File: src/rtl/core/multi_channel_quiet_debouncer_macros.svh
// Assertion macros shared by the debouncer RTL.
`ifndef MULTI_CHANNEL_QUIET_DEBOUNCER_MACROS_SVH
`define MULTI_CHANNEL_QUIET_DEBOUNCER_MACROS_SVH

// Same-cycle implication, sampled on i_clk, off while i_rst_n is low.
`define MCQD_ASSERT_NOW(label, ante, cons) \
    label: assert property (@(posedge i_clk) disable iff (!i_rst_n) \
        (ante) |-> (cons)) else $error("mcqd assertion failed");

// Next-cycle implication, sampled on i_clk, off while i_rst_n is low.
`define MCQD_ASSERT_NEXT(label, ante, cons) \
    label: assert property (@(posedge i_clk) disable iff (!i_rst_n) \
        (ante) |=> (cons)) else $error("mcqd assertion failed");

`endif

File: src/rtl/core/mcqd_pkg.sv
// Shared types and constants of the quiet-period debouncer.
`default_nettype none

package mcqd_pkg;

    // Fixed widths of the transaction fields and configuration registers.
    localparam int FIELD_W = 4;
    localparam int CFG_W   = 16;
    localparam int INDEX_W = 2;

    // Configuration register indexes.
    localparam logic [INDEX_W-1:0] REG_BUTTON_QUIET = 2'd0;
    localparam logic [INDEX_W-1:0] REG_SENSOR_QUIET = 2'd1;
    localparam logic [INDEX_W-1:0] REG_SENSOR_SEL   = 2'd2;
    localparam logic [INDEX_W-1:0] REG_ACTIVE_LOW   = 2'd3;

    // Reset values of the configuration registers.
    localparam logic [CFG_W-1:0]   BUTTON_QUIET_RST = 16'd20;
    localparam logic [CFG_W-1:0]   SENSOR_QUIET_RST = 16'd5;
    localparam logic [FIELD_W-1:0] SENSOR_SEL_RST   = 4'h8;
    localparam logic [FIELD_W-1:0] ACTIVE_LOW_RST   = 4'hf;

    // Control from the top level to every lane.
    typedef struct packed {
        logic accept;
        logic primed;
    } t_lane_ctl;

    // What one lane found for the current transaction.
    typedef struct packed {
        logic stable;
        logic changed;
    } t_lane_res;

endpackage

`default_nettype wire

File: src/rtl/core/mcqd_lane.sv
// One debounce lane: edge detect, quiet countdown and stable level of one line.
`default_nettype none

module mcqd_lane #(
    parameter int COUNT_WIDTH = 16
) (
    input  wire logic                   i_clk,
    input  wire logic                   i_rst_n,
    input  wire mcqd_pkg::t_lane_ctl    i_ctl,
    input  wire logic                   i_raw,
    input  wire logic                   i_active_low,
    input  wire logic [COUNT_WIDTH-1:0] i_quiet_len,
    output mcqd_pkg::t_lane_res         o_res
);

    logic                   r_prev;
    logic                   r_pending;
    logic [COUNT_WIDTH-1:0] r_count;
    logic                   r_stable;

    logic                   n_prev;
    logic                   n_pending;
    logic [COUNT_WIDTH-1:0] n_count;
    logic                   n_stable;

    logic active;
    logic edge_seen;
    logic pend_mid;
    logic fire;
    logic flip;

    always_comb begin
        active    = i_raw ^ i_active_low;
        edge_seen = i_raw ^ r_prev;
        pend_mid  = r_pending | edge_seen;
        n_count   = r_count;
        n_prev    = i_raw;
        fire      = 1'b0;
        flip      = 1'b0;
        if (!i_ctl.primed) begin
            // First transaction: load the level without flagging.
            n_pending = 1'b0;
            n_stable  = active;
        end else begin
            if (edge_seen) begin
                n_count = i_quiet_len;
            end else if (r_pending && (r_count != '0)) begin
                n_count = r_count - 1'b1;
            end
            fire      = pend_mid && (n_count == '0);
            n_pending = pend_mid && !fire;
            flip      = fire && (active != r_stable);
            n_stable  = r_stable ^ flip;
        end
        o_res.stable  = n_stable;
        o_res.changed = flip;
    end

    always_ff @(posedge i_clk) begin
        if (!i_rst_n) begin
            r_prev    <= 1'b0;
            r_pending <= 1'b0;
            r_count   <= '0;
            r_stable  <= 1'b0;
        end else if (i_ctl.accept) begin
            r_prev    <= n_prev;
            r_pending <= n_pending;
            r_count   <= n_count;
            r_stable  <= n_stable;
        end
    end

endmodule

`default_nettype wire

File: src/rtl/core/mcqd_outbuf.sv
// Merge of the lane results into result vectors, with output register and skid stage.
`default_nettype none

module mcqd_outbuf #(
    parameter int LINE_COUNT = 4
) (
    input  wire logic                   i_clk,
    input  wire logic                   i_rst_n,
    input  wire logic                   i_push,
    input  wire mcqd_pkg::t_lane_res    i_lane [LINE_COUNT],
    output logic                        o_full,
    output logic                        o_valid,
    input  wire logic                   i_stall,
    output logic [mcqd_pkg::FIELD_W-1:0] o_stable_levels,
    output logic [mcqd_pkg::FIELD_W-1:0] o_changed_mask
);

    logic [mcqd_pkg::FIELD_W-1:0] w_stable;
    logic [mcqd_pkg::FIELD_W-1:0] w_changed;

    logic                          r_out_valid;
    logic [mcqd_pkg::FIELD_W-1:0]  r_out_stable;
    logic [mcqd_pkg::FIELD_W-1:0]  r_out_changed;
    logic                          r_skid_valid;
    logic [mcqd_pkg::FIELD_W-1:0]  r_skid_stable;
    logic [mcqd_pkg::FIELD_W-1:0]  r_skid_changed;

    logic taken;

    // Lines beyond the field width are dropped; missing lines read as zero.
    always_comb begin
        w_stable  = '0;
        w_changed = '0;
        for (int i = 0; i < mcqd_pkg::FIELD_W; i++) begin
            if (i < LINE_COUNT) begin
                w_stable[i]  = i_lane[i].stable;
                w_changed[i] = i_lane[i].changed;
            end
        end
    end

    assign taken = r_out_valid && !i_stall;

    always_ff @(posedge i_clk) begin
        if (!i_rst_n) begin
            r_out_valid  <= 1'b0;
            r_skid_valid <= 1'b0;
        end else if (taken) begin
            if (r_skid_valid) begin
                r_skid_valid <= 1'b0;
            end else begin
                r_out_valid <= i_push;
            end
        end else if (i_push) begin
            if (r_out_valid) begin
                r_skid_valid <= 1'b1;
            end else begin
                r_out_valid <= 1'b1;
            end
        end
    end

    always_ff @(posedge i_clk) begin
        if (taken && r_skid_valid) begin
            r_out_stable  <= r_skid_stable;
            r_out_changed <= r_skid_changed;
        end else if (i_push && (taken || !r_out_valid)) begin
            r_out_stable  <= w_stable;
            r_out_changed <= w_changed;
        end
        if (i_push && r_out_valid && !taken) begin
            r_skid_stable  <= w_stable;
            r_skid_changed <= w_changed;
        end
    end

    assign o_full          = r_skid_valid;
    assign o_valid         = r_out_valid;
    assign o_stable_levels = r_out_stable;
    assign o_changed_mask  = r_out_changed;

endmodule

`default_nettype wire

File: src/rtl/core/multi_channel_quiet_debouncer.sv
// Top level of the multi-line quiet-period debouncer.
//
//   Channel   Direction  Handshake            Payload
//   input     in         i_valid / o_stall    i_raw_levels
//   output    out        o_valid / i_stall    o_stable_levels, o_changed_mask
//   config    in         i_cfg_we             i_cfg_index, i_cfg_data
//
// One transaction per cycle while o_stall is low; its result is registered in the
// output register, or in the skid stage when that is occupied. All lanes update
// their state in the acceptance cycle, so the next transaction sees that state.
// Reset (synchronous, active low) clears all line state and loads the
// register defaults; the first transaction afterwards only loads the levels.
// An output register plus a skid stage hold up to two results; o_stall rises
// only when both are occupied.
`default_nettype none

`include "multi_channel_quiet_debouncer_macros.svh"

module multi_channel_quiet_debouncer #(
    parameter int LINE_COUNT  = 4,
    parameter int COUNT_WIDTH = 16
) (
    input  wire logic                          i_clk,
    input  wire logic                          i_rst_n,
    // input channel
    input  wire logic                          i_valid,
    output logic                               o_stall,
    input  wire logic [mcqd_pkg::FIELD_W-1:0]  i_raw_levels,
    // output channel
    output logic                               o_valid,
    input  wire logic                          i_stall,
    output logic [mcqd_pkg::FIELD_W-1:0]       o_stable_levels,
    output logic [mcqd_pkg::FIELD_W-1:0]       o_changed_mask,
    // configuration
    input  wire logic                          i_cfg_we,
    input  wire logic [mcqd_pkg::INDEX_W-1:0]  i_cfg_index,
    input  wire logic [mcqd_pkg::CFG_W-1:0]    i_cfg_data
);

    // Configuration registers.
    logic [mcqd_pkg::CFG_W-1:0]   r_button_quiet;
    logic [mcqd_pkg::CFG_W-1:0]   r_sensor_quiet;
    logic [mcqd_pkg::FIELD_W-1:0] r_sensor_sel;
    logic [mcqd_pkg::FIELD_W-1:0] r_active_low;

    logic r_primed;

    logic                   accept;
    logic                   w_full;
    mcqd_pkg::t_lane_ctl    w_ctl;
    mcqd_pkg::t_lane_res    w_lane [LINE_COUNT];
    logic [COUNT_WIDTH-1:0] w_button_len;
    logic [COUNT_WIDTH-1:0] w_sensor_len;

    always_ff @(posedge i_clk) begin
        if (!i_rst_n) begin
            r_button_quiet <= mcqd_pkg::BUTTON_QUIET_RST;
            r_sensor_quiet <= mcqd_pkg::SENSOR_QUIET_RST;
            r_sensor_sel   <= mcqd_pkg::SENSOR_SEL_RST;
            r_active_low   <= mcqd_pkg::ACTIVE_LOW_RST;
        end else if (i_cfg_we) begin
            unique case (i_cfg_index)
                mcqd_pkg::REG_BUTTON_QUIET: r_button_quiet <= i_cfg_data;
                mcqd_pkg::REG_SENSOR_QUIET: r_sensor_quiet <= i_cfg_data;
                mcqd_pkg::REG_SENSOR_SEL:
                    r_sensor_sel <= i_cfg_data[mcqd_pkg::FIELD_W-1:0];
                mcqd_pkg::REG_ACTIVE_LOW:
                    r_active_low <= i_cfg_data[mcqd_pkg::FIELD_W-1:0];
            endcase
        end
    end

    // Take a transaction whenever the skid stage is free.
    assign o_stall = w_full;
    assign accept  = i_valid && !w_full;

    always_ff @(posedge i_clk) begin
        if (!i_rst_n) begin
            r_primed <= 1'b0;
        end else if (accept) begin
            r_primed <= 1'b1;
        end
    end

    assign w_ctl.accept = accept;
    assign w_ctl.primed = r_primed;

    // Quiet lengths, saturated to the counter range when the counter is narrow.
    generate
        if (COUNT_WIDTH >= mcqd_pkg::CFG_W) begin : g_len_wide
            assign w_button_len = COUNT_WIDTH'(r_button_quiet);
            assign w_sensor_len = COUNT_WIDTH'(r_sensor_quiet);
        end else begin : g_len_sat
            assign w_button_len = (|r_button_quiet[mcqd_pkg::CFG_W-1:COUNT_WIDTH])
                                  ? '1 : r_button_quiet[COUNT_WIDTH-1:0];
            assign w_sensor_len = (|r_sensor_quiet[mcqd_pkg::CFG_W-1:COUNT_WIDTH])
                                  ? '1 : r_sensor_quiet[COUNT_WIDTH-1:0];
        end
    endgenerate

    // One lane per line; lines beyond the field width see a zero level and polarity and the button quiet length.
    generate
        for (genvar i = 0; i < LINE_COUNT; i++) begin : g_lane
            logic                   w_raw;
            logic                   w_al;
            logic [COUNT_WIDTH-1:0] w_len;
            if (i < mcqd_pkg::FIELD_W) begin : g_wired
                assign w_raw = i_raw_levels[i];
                assign w_al  = r_active_low[i];
                assign w_len = r_sensor_sel[i] ? w_sensor_len : w_button_len;
            end else begin : g_unwired
                assign w_raw = 1'b0;
                assign w_al  = 1'b0;
                assign w_len = w_button_len;
            end
            mcqd_lane #(
                .COUNT_WIDTH (COUNT_WIDTH)
            ) u_lane (
                .i_clk        (i_clk),
                .i_rst_n      (i_rst_n),
                .i_ctl        (w_ctl),
                .i_raw        (w_raw),
                .i_active_low (w_al),
                .i_quiet_len  (w_len),
                .o_res        (w_lane[i])
            );
        end
    endgenerate

    // Merge lane results and hold them for the output side.
    mcqd_outbuf #(
        .LINE_COUNT (LINE_COUNT)
    ) u_outbuf (
        .i_clk           (i_clk),
        .i_rst_n         (i_rst_n),
        .i_push          (accept),
        .i_lane          (w_lane),
        .o_full          (w_full),
        .o_valid         (o_valid),
        .i_stall         (i_stall),
        .o_stable_levels (o_stable_levels),
        .o_changed_mask  (o_changed_mask)
    );

    // A full skid stage always sits behind a valid output register.
    `MCQD_ASSERT_NOW(a_skid_behind_out, w_full, o_valid)
    // The first accepted transaction primes the block.
    `MCQD_ASSERT_NEXT(a_prime_on_accept, accept && !r_primed, r_primed)
    // Draining the output with the skid stage full leaves a result in place.
    `MCQD_ASSERT_NEXT(a_skid_refills_out, o_valid && !i_stall && w_full, o_valid && !w_full)

endmodule

`default_nettype wire
File: config.mk
export PLATFORM = sky130hd
export DESIGN_NAME = multi_channel_quiet_debouncer
export DESIGN_NICKNAME = d
export VERILOG_FILES = /design/src/rtl/core/mcqd_pkg.sv /design/src/rtl/core/mcqd_lane.sv /design/src/rtl/core/mcqd_outbuf.sv /design/src/rtl/core/multi_channel_quiet_debouncer.sv
export VERILOG_INCLUDE_DIRS = /design/src /design/src/rtl/core
export SDC_FILE = /design/constraint.sdc
export NUM_CORES = 1
export LEC_CHECK = 0
export BUFFER_PORTS_ARGS = -buffer_cell sky130_fd_sc_hd__buf_2
export CAP_MARGIN = 20
export CORE_ASPECT_RATIO = 2
export CORE_MARGIN = 2
export CORE_UTILIZATION = 58
export CTS_CLUSTER_SIZE = 30
export DETAILED_ROUTE_END_ITERATION = 10
export PLACE_DENSITY_LB_ADDON = 0.2
export RECOVER_POWER = 50
export SYNTH_ARGS = -nofsm -noshare
export SYNTH_HDL_FRONTEND = slang
export SYNTH_HIERARCHICAL = 1
export SYNTH_SLANG_ARGS = --single-unit
File: constraint.sdc
create_clock -name i_clk -period 11.8 [get_ports i_clk]
set_input_delay 2.36 -clock i_clk [delete_from_list [all_inputs] [get_ports i_clk]]
set_output_delay 2.36 -clock i_clk [all_outputs]
set_load 0.02 [all_outputs]
; ---- After elaboration in Yosys (flattened, before gate mapping)
; Cells that the tools add are included.
[op_classes]
muxes = 35
n_reduce_logical = 50
n_addsub = 4
n_bitwise = 17
n_eq_ne = 8
[ops]
columns = cell, count
row1 = $mux 16, 16
row2 = $logic_not 16->1, 4
row3 = $reduce_bool 16->1, 4
row4 = $sub 16x1->16 const B, 4
row5 = $logic_and 1x1->1, 22
row6 = $mux 4, 4
row7 = $mux 1, 15
row8 = $reduce_and 2->1, 7
row9 = $xor 1x1->1, 12
row10 = $logic_not 1->1, 8
row11 = $eq 2x2->1 const B, 2
row12 = $ne 1x1->1, 4
row13 = $or 1x1->1, 4
row14 = $reduce_bool 2->1, 2
row15 = $eq 2x1->1 const B, 1
row16 = $logic_not 2->1, 1
row17 = $ne 2x2->1 const B, 1
row18 = $reduce_or 2->1, 1
row19 = $logic_or 1x1->1, 1
row20 = $not 1->1, 1
[word_totals]
out_inout_bits = 10
regBits = 135

; ---- Logic depth before layout (Yosys ltp)
[logic_depth]
ltp_word = 12
depth_mapped = 13
ltp_nobuf = 11

; ---- Modules after synthesis
; Netlist, hierarchy kept.
[modules_own_cells]
columns = mod, n_inst, area_each_um2, cells_each
row1 = mcqd_lane at g_lane[0].u_lane ..., 2, 1660.3, 224
row2 = mcqd_lane at g_lane[2].u_lane ..., 2, 1652.8, 220
row3 = multi_channel_quiet_debouncer, 1, 2371.0, 231
row4 = mcqd_outbuf, 1, 680.7, 35

; ---- Least setup slack after synthesis
; OpenSTA, ideal clock, no wires.
[synth_timing]
path_kind = input-to-reg
from = input i_raw_levels[2] in the netlist's numbering
to = register u_outbuf.r_out_stable (netlist bit u_outbuf/o_stable_levels[2]), data pin
required_time_ps = 11540
stages = 9
arrival_time_ps = 5127
path_slack_ps = 6413
n_path_buf = 1
cell_sequence = xnor2_1 -> o211a_1 -> a41oi_2 -> or4_1 -> or4_4 -> o41ai_2 -> mux2_1 -> buf_4 -> mux2_2
[synth_via]
elab_chain_len = 10
[synth_lines]
columns = element, line_no
row1 = start: declaration, multi_channel_quiet_debouncer.sv:28  ; input wire logic [mcqd_pkg::FIELD_W-1:0] i_raw_levels,
row2 = $xor 1x1->1, mcqd_lane.sv:34  ; edge_seen = i_raw ^ r_prev;
row3 = $mux 16, mcqd_lane.sv:45  ; if (edge_seen) begin
row4 = $mux 16, mcqd_lane.sv:40  ; if (!i_ctl.primed) begin
row5 = $logic_not 16->1, mcqd_lane.sv:50  ; fire = pend_mid && (n_count == '0);
row6 = $logic_and 1x1->1, mcqd_lane.sv:50
row7 = $logic_and 1x1->1, mcqd_lane.sv:52  ; flip = fire && (active != r_stable);
row8 = $xor 1x1->1, mcqd_lane.sv:53  ; n_stable = r_stable ^ flip;
row9 = $mux 1 *, mcqd_lane.sv:40
row10 = named net g_lane[2].u_lane.n_stable, mcqd_lane.sv:24  ; logic n_stable;
row11 = $mux 4 *, mcqd_outbuf.sv:67  ; end else if (i_push && (taken || !r_out_valid)) begin
row12 = $mux 4 *, mcqd_outbuf.sv:64  ; if (taken && r_skid_valid) begin
row13 = end signal: assignment, mcqd_outbuf.sv:65  ; r_out_stable <= r_skid_stable;
row14 = end signal: assignment, mcqd_outbuf.sv:68  ; r_out_stable <= w_stable;
row15 = end: declaration, mcqd_outbuf.sv:22  ; logic [mcqd_pkg::FIELD_W-1:0] r_out_stable;
; Mark *: on every way through the listed nets, which the timed path passes. The rest lies on a longest branch. The select of a mux whose other input is x is not followed.
; A chain may end at the register's enable or synchronous reset.

; ---- Final worst setup path
[layout_timing]
from = input i_rst_n
to = register g_lane[0].u_lane.r_count[1]
[layout_lines]
columns = element, line_no
row1 = start: declaration, multi_channel_quiet_debouncer.sv:24  ; input wire logic i_rst_n,
row2 = end signal: assignment, mcqd_lane.sv:68  ; r_count <= n_count;
row3 = end: declaration, mcqd_lane.sv:18  ; logic [COUNT_WIDTH-1:0] r_count;
; No word-level cell between the ends.

==> run metrics <==
first-pass GRT wire length 45800 µm; CP required 12.10 ns; Final min period 7.34 ns; Tightest Hold Check Type flip-flop to flip-flop; status complete, but fails checks; vias in the first global route 8645; wire per inst 21.2 µm; P_int 0.000985 W; wirelength, routed 28800 µm; Die H 187 µm; Avg Cell Area, Syn 8.39 µm²; Initial Util 59.5%; Post-synth top flop dfxtp_1; critical path class input port to flip-flop; antenna violations before repair 0; IO Count 37; period utilization 62.2%; die width 95.3 µm; Sw Pwr 0.000425 W; R2R depth 11; Final Hold Fails 0; CP max FO 79; startpoint types input port; CTS Buf Count 17; DRC viols 0; FILL cells 1418; H-tree depth 4; # setup viols final 0; register area share after synthesis 29.6%; Root Driver clkbuf_16; Ys Warns 6; hold path depth 2; Seq pwr share 36.8%; Pwr Density 136 nW/µm²; grt ovf 0; mux contribution to synthesized area 13.6%; Core ar. 16300 µm²; Cells after Synth 1154; XOR/XNOR share of the synthesized area 3.26%; Yosys cell types 83; n_diodes 0; CTS Sinks 135; register area 2860 µm²; post-CTS setup buffer count 0; Lkg Pwr 3.87 nW; Async SR Flop Fraction 0%; input/output buffers 36; failing checks max-capacitance violations, max-slew violations; R2R setup slack 7.08 ns; Synth Cell Area 9680 µm²; Cell Rows 66; die area 17800 µm²; Post-synth EDFFs 16; clock share of power 42.3%; Hold Startpoint g_lane[3].u_lane/r_count[15]$_SDFFE_PN0P_; Pre-antenna DRT Iters 5; number of routed nets with antenna violations 0; largest family of logic cells by synthesized area simple AND/OR/NAND/NOR gates; Reg-to-Reg End u_outbuf/o_stable_levels[3]$_DFFE_PP_; Adder-Cell Fraction of Synth Area 1.03%; Post-Synth Simple-Gate Area 28.4%; GPL Wtd Cong 1.00; Via Count 8959; Worst R2R Start g_lane[3].u_lane/r_count[0]$_SDFFE_PN0P_; overall power 0.00141 W; CTS clk-pin slew, worst paths 0.07 ns; Crit. End Element flip-flop; largest net degree at the start of global routing 80; post-DP HPWL 20800 µm; Setup TNS 0 ns; Longest Clk Path Bufs 2; Max-Cap Viols 2; skew final 0.0108 ns; max_slew headroom -104%; GRT Util Overall 33.2%; Synth Register Bits 135; RSZ-0062 raised after global routing false; Worst Path Arrival 7.64 ns; fin nets 1175; CTS tree built; part of the power in combinational logic 20.9%; Worst-Margin Slew 3.07 ns; net count after synthesis 1189; Slew Limit Fails 114; multi-input combinational cell area 6280 µm²; Area Overhead vs Synth 7.11%; share of layout cells above drive strength 1 18.1%; complex-gate fraction of the synthesized area 18.2%; sw frac 30.1%; latest clock arrival within the worst-skew pair 0.42 ns; WHS Endpoint g_lane[3].u_lane/r_count[15]$_SDFFE_PN0P_; vias per cell 6.60; CTS Hold Bufs 0; Resized cells post-CTS 0; Fmax 0.136 GHz; maximum VDD drop 0.0000928 V; Iteration-0 DRC Markers 667
-- cell type report --
class / count / area share (%)
Tap cell: 204 / 2.46
Clock inverter: 13 / 1.93
Sequential cell: 135 / 27.6
Clock buffer: 19 / 4.38
Multi-Input combinational cell: 921 / 60.6
Inverter: 17 / 0.616
Timing Repair Buffer: 48 / 2.40
-- worst max-delay path by stage --
stage / startpoint / to
3_5_place_dp: i_raw_levels[3] / u_outbuf/o_stable_levels[3]$_DFFE_PP_
3_3_place_gp: i_raw_levels[3] / u_outbuf/o_stable_levels[3]$_DFFE_PP_
6_report: i_rst_n / g_lane[0].u_lane/r_count[1]$_SDFFE_PN0P_
5_1_grt: i_rst_n / g_lane[1].u_lane/r_count[1]$_SDFFE_PN0P_
4_1_cts: i_raw_levels[3] / u_outbuf/o_stable_levels[3]$_DFFE_PP_
2_1_floorplan: i_raw_levels[2] / u_outbuf/o_stable_levels[2]$_DFFE_PP_
-- sequential cells by signal, indices dropped and copies added, names as in the netlist --
name,cells
g_lane.u_lane/r_count,64
r_button_quiet,16
r_sensor_quiet,16
g_lane.u_lane/r_pending,4
g_lane.u_lane/r_prev,4
g_lane.u_lane/r_stable,4
r_active_low,4
r_sensor_sel,4
u_outbuf/o_changed_mask,4
u_outbuf/o_stable_levels,4
u_outbuf/r_skid_changed,4
u_outbuf/r_skid_stable,4
r_primed,1
u_outbuf/o_full,1
u_outbuf/o_valid,1
-- kinds of logic (layout without fill, tap and decap cells) --
group                      after synthesis  after routing
buffers and inverters                   98             97
AOI/OAI and AO/OA                      258            258
muxes                                  122            122
DFF                                    135            135
xor gates and xnor gates                36             36
adders and majority gates                8              8
and+or+nand+nor                        497            497
-- power by group through the flow --
stage | Combinational, W | Clock, W | Sequential [W]
3_3_place_gp | 0.000287 | 0 | 0.000526
2_1_floorplan | 0.000235 | 0 | 0.000512
4_1_cts | 0.000291 | 0.000606 | 0.000516
5_1_grt | 0.000322 | 0.000626 | 0.000520
6_report | 0.000295 | 0.000597 | 0.000518
3_5_place_dp | 0.000289 | 0 | 0.000526
-- through the flow --
stage          area (µm²)  hold slack, ns  setup slack [ns]  std cells  utilization, %
2_1_floorplan        9680           0.456              6.41       1154               -
3_3_place_gp         9730           0.479              6.24       1325            59.8
3_5_place_dp         9730           0.485              6.18       1325            59.8
4_1_cts             10400           0.492              6.61       1357            63.9
5_1_grt             10400           0.552              3.87       1357            63.7
6_report            10400           0.501              4.46       1357            63.7
-- cells in the mapped netlist (5+ instances only) --
| cell type | number | area share, % |
|---|---|---|
| a211o_1 | 5 | 0.45 |
| a21boi_0 | 8 | 0.62 |
| a21oi_1 | 55 | 2.8 |
| a22oi_1 | 16 | 1.2 |
| a31oi_1 | 20 | 1.3 |
| and2_1 | 18 | 1.2 |
| and3_1 | 9 | 0.58 |
| buf_2 | 9 | 0.47 |
| buf_4 | 9 | 0.70 |
| buf_6 | 9 | 1.0 |
| clkbuf_1 | 45 | 1.7 |
| clkbuf_8 | 6 | 0.85 |
| dfxtp_1 | 119 | 25 |
| edfxtp_1 | 16 | 5.0 |
| ha_1 | 8 | 1.0 |
| inv_1 | 15 | 0.58 |
| mux2_1 | 6 | 0.70 |
| mux2_2 | 72 | 8.4 |
| mux2i_1 | 44 | 4.6 |
| nand2_1 | 149 | 5.8 |
| nand3_1 | 23 | 1.2 |
| nand4_1 | 6 | 0.39 |
| nand4b_1 | 6 | 0.54 |
| nor2_1 | 94 | 3.6 |
| nor2b_1 | 22 | 1.4 |
| nor3_1 | 40 | 2.1 |
| nor4_1 | 32 | 2.1 |
| o21a_1 | 7 | 0.54 |
| o21ai_0 | 62 | 3.2 |
| o31ai_1 | 18 | 1.4 |
| or2_2 | 8 | 0.52 |
| or3_1 | 10 | 0.65 |
| or3b_2 | 6 | 0.54 |
| or4_1 | 18 | 1.4 |
| or4_4 | 8 | 0.93 |
| xnor2_1 | 22 | 2.0 |
| xor2_1 | 14 | 1.3 |
-- routing by layer --
| layer | part of all wire, % | vias to the layer above | GRT usage (%) | routed length [µm] |
|---|---|---|---|---|
| met3 | 4.0 | 91 | 5.25 | 1160 |
| met4 | 6.3 | 0 | 19.7 | 1820 |
| met5 | 0 | - | 0 | 0 |
| met2 | 52 | 342 | 57.2 | 14900 |
| met1 | 38 | 4275 | 37.2 | 10900 |
| li1 | - | 4251 | - | - |
-- placed cells by master, fill, tap and decap left out, types with 7 or more instances in the layout --
cell and instances:
nand2_1 149, or4_1 18, nand3_1 23, or4_4 8
a21boi_0 10, a31oi_1 20, nor2b_1 21, dfxtp_1 119
clkbuf_16 18, and2_1 15, xnor2_1 20, or3_1 10
buf_4 10, o21ai_0 62, xor2_1 12, or2_2 8
mux2i_1 44, buf_2 25, a21oi_1 55, inv_1 15
o31ai_1 18, nor3_1 40, nor2_1 94, edfxtp_1 16
nor4_1 32, clkbuf_1 14, o21a_1 7, and3_1 9
a22oi_1 16, mux2_2 72, ha_1 8
-- worst max-delay path: stages --
cell,delay [ns]
clkbuf_1,0.89
clkbuf_1,2.23
clkinv_1,1.59
a311oi_1,0.51
Note: power is estimated with default switching activity, not from simulation.
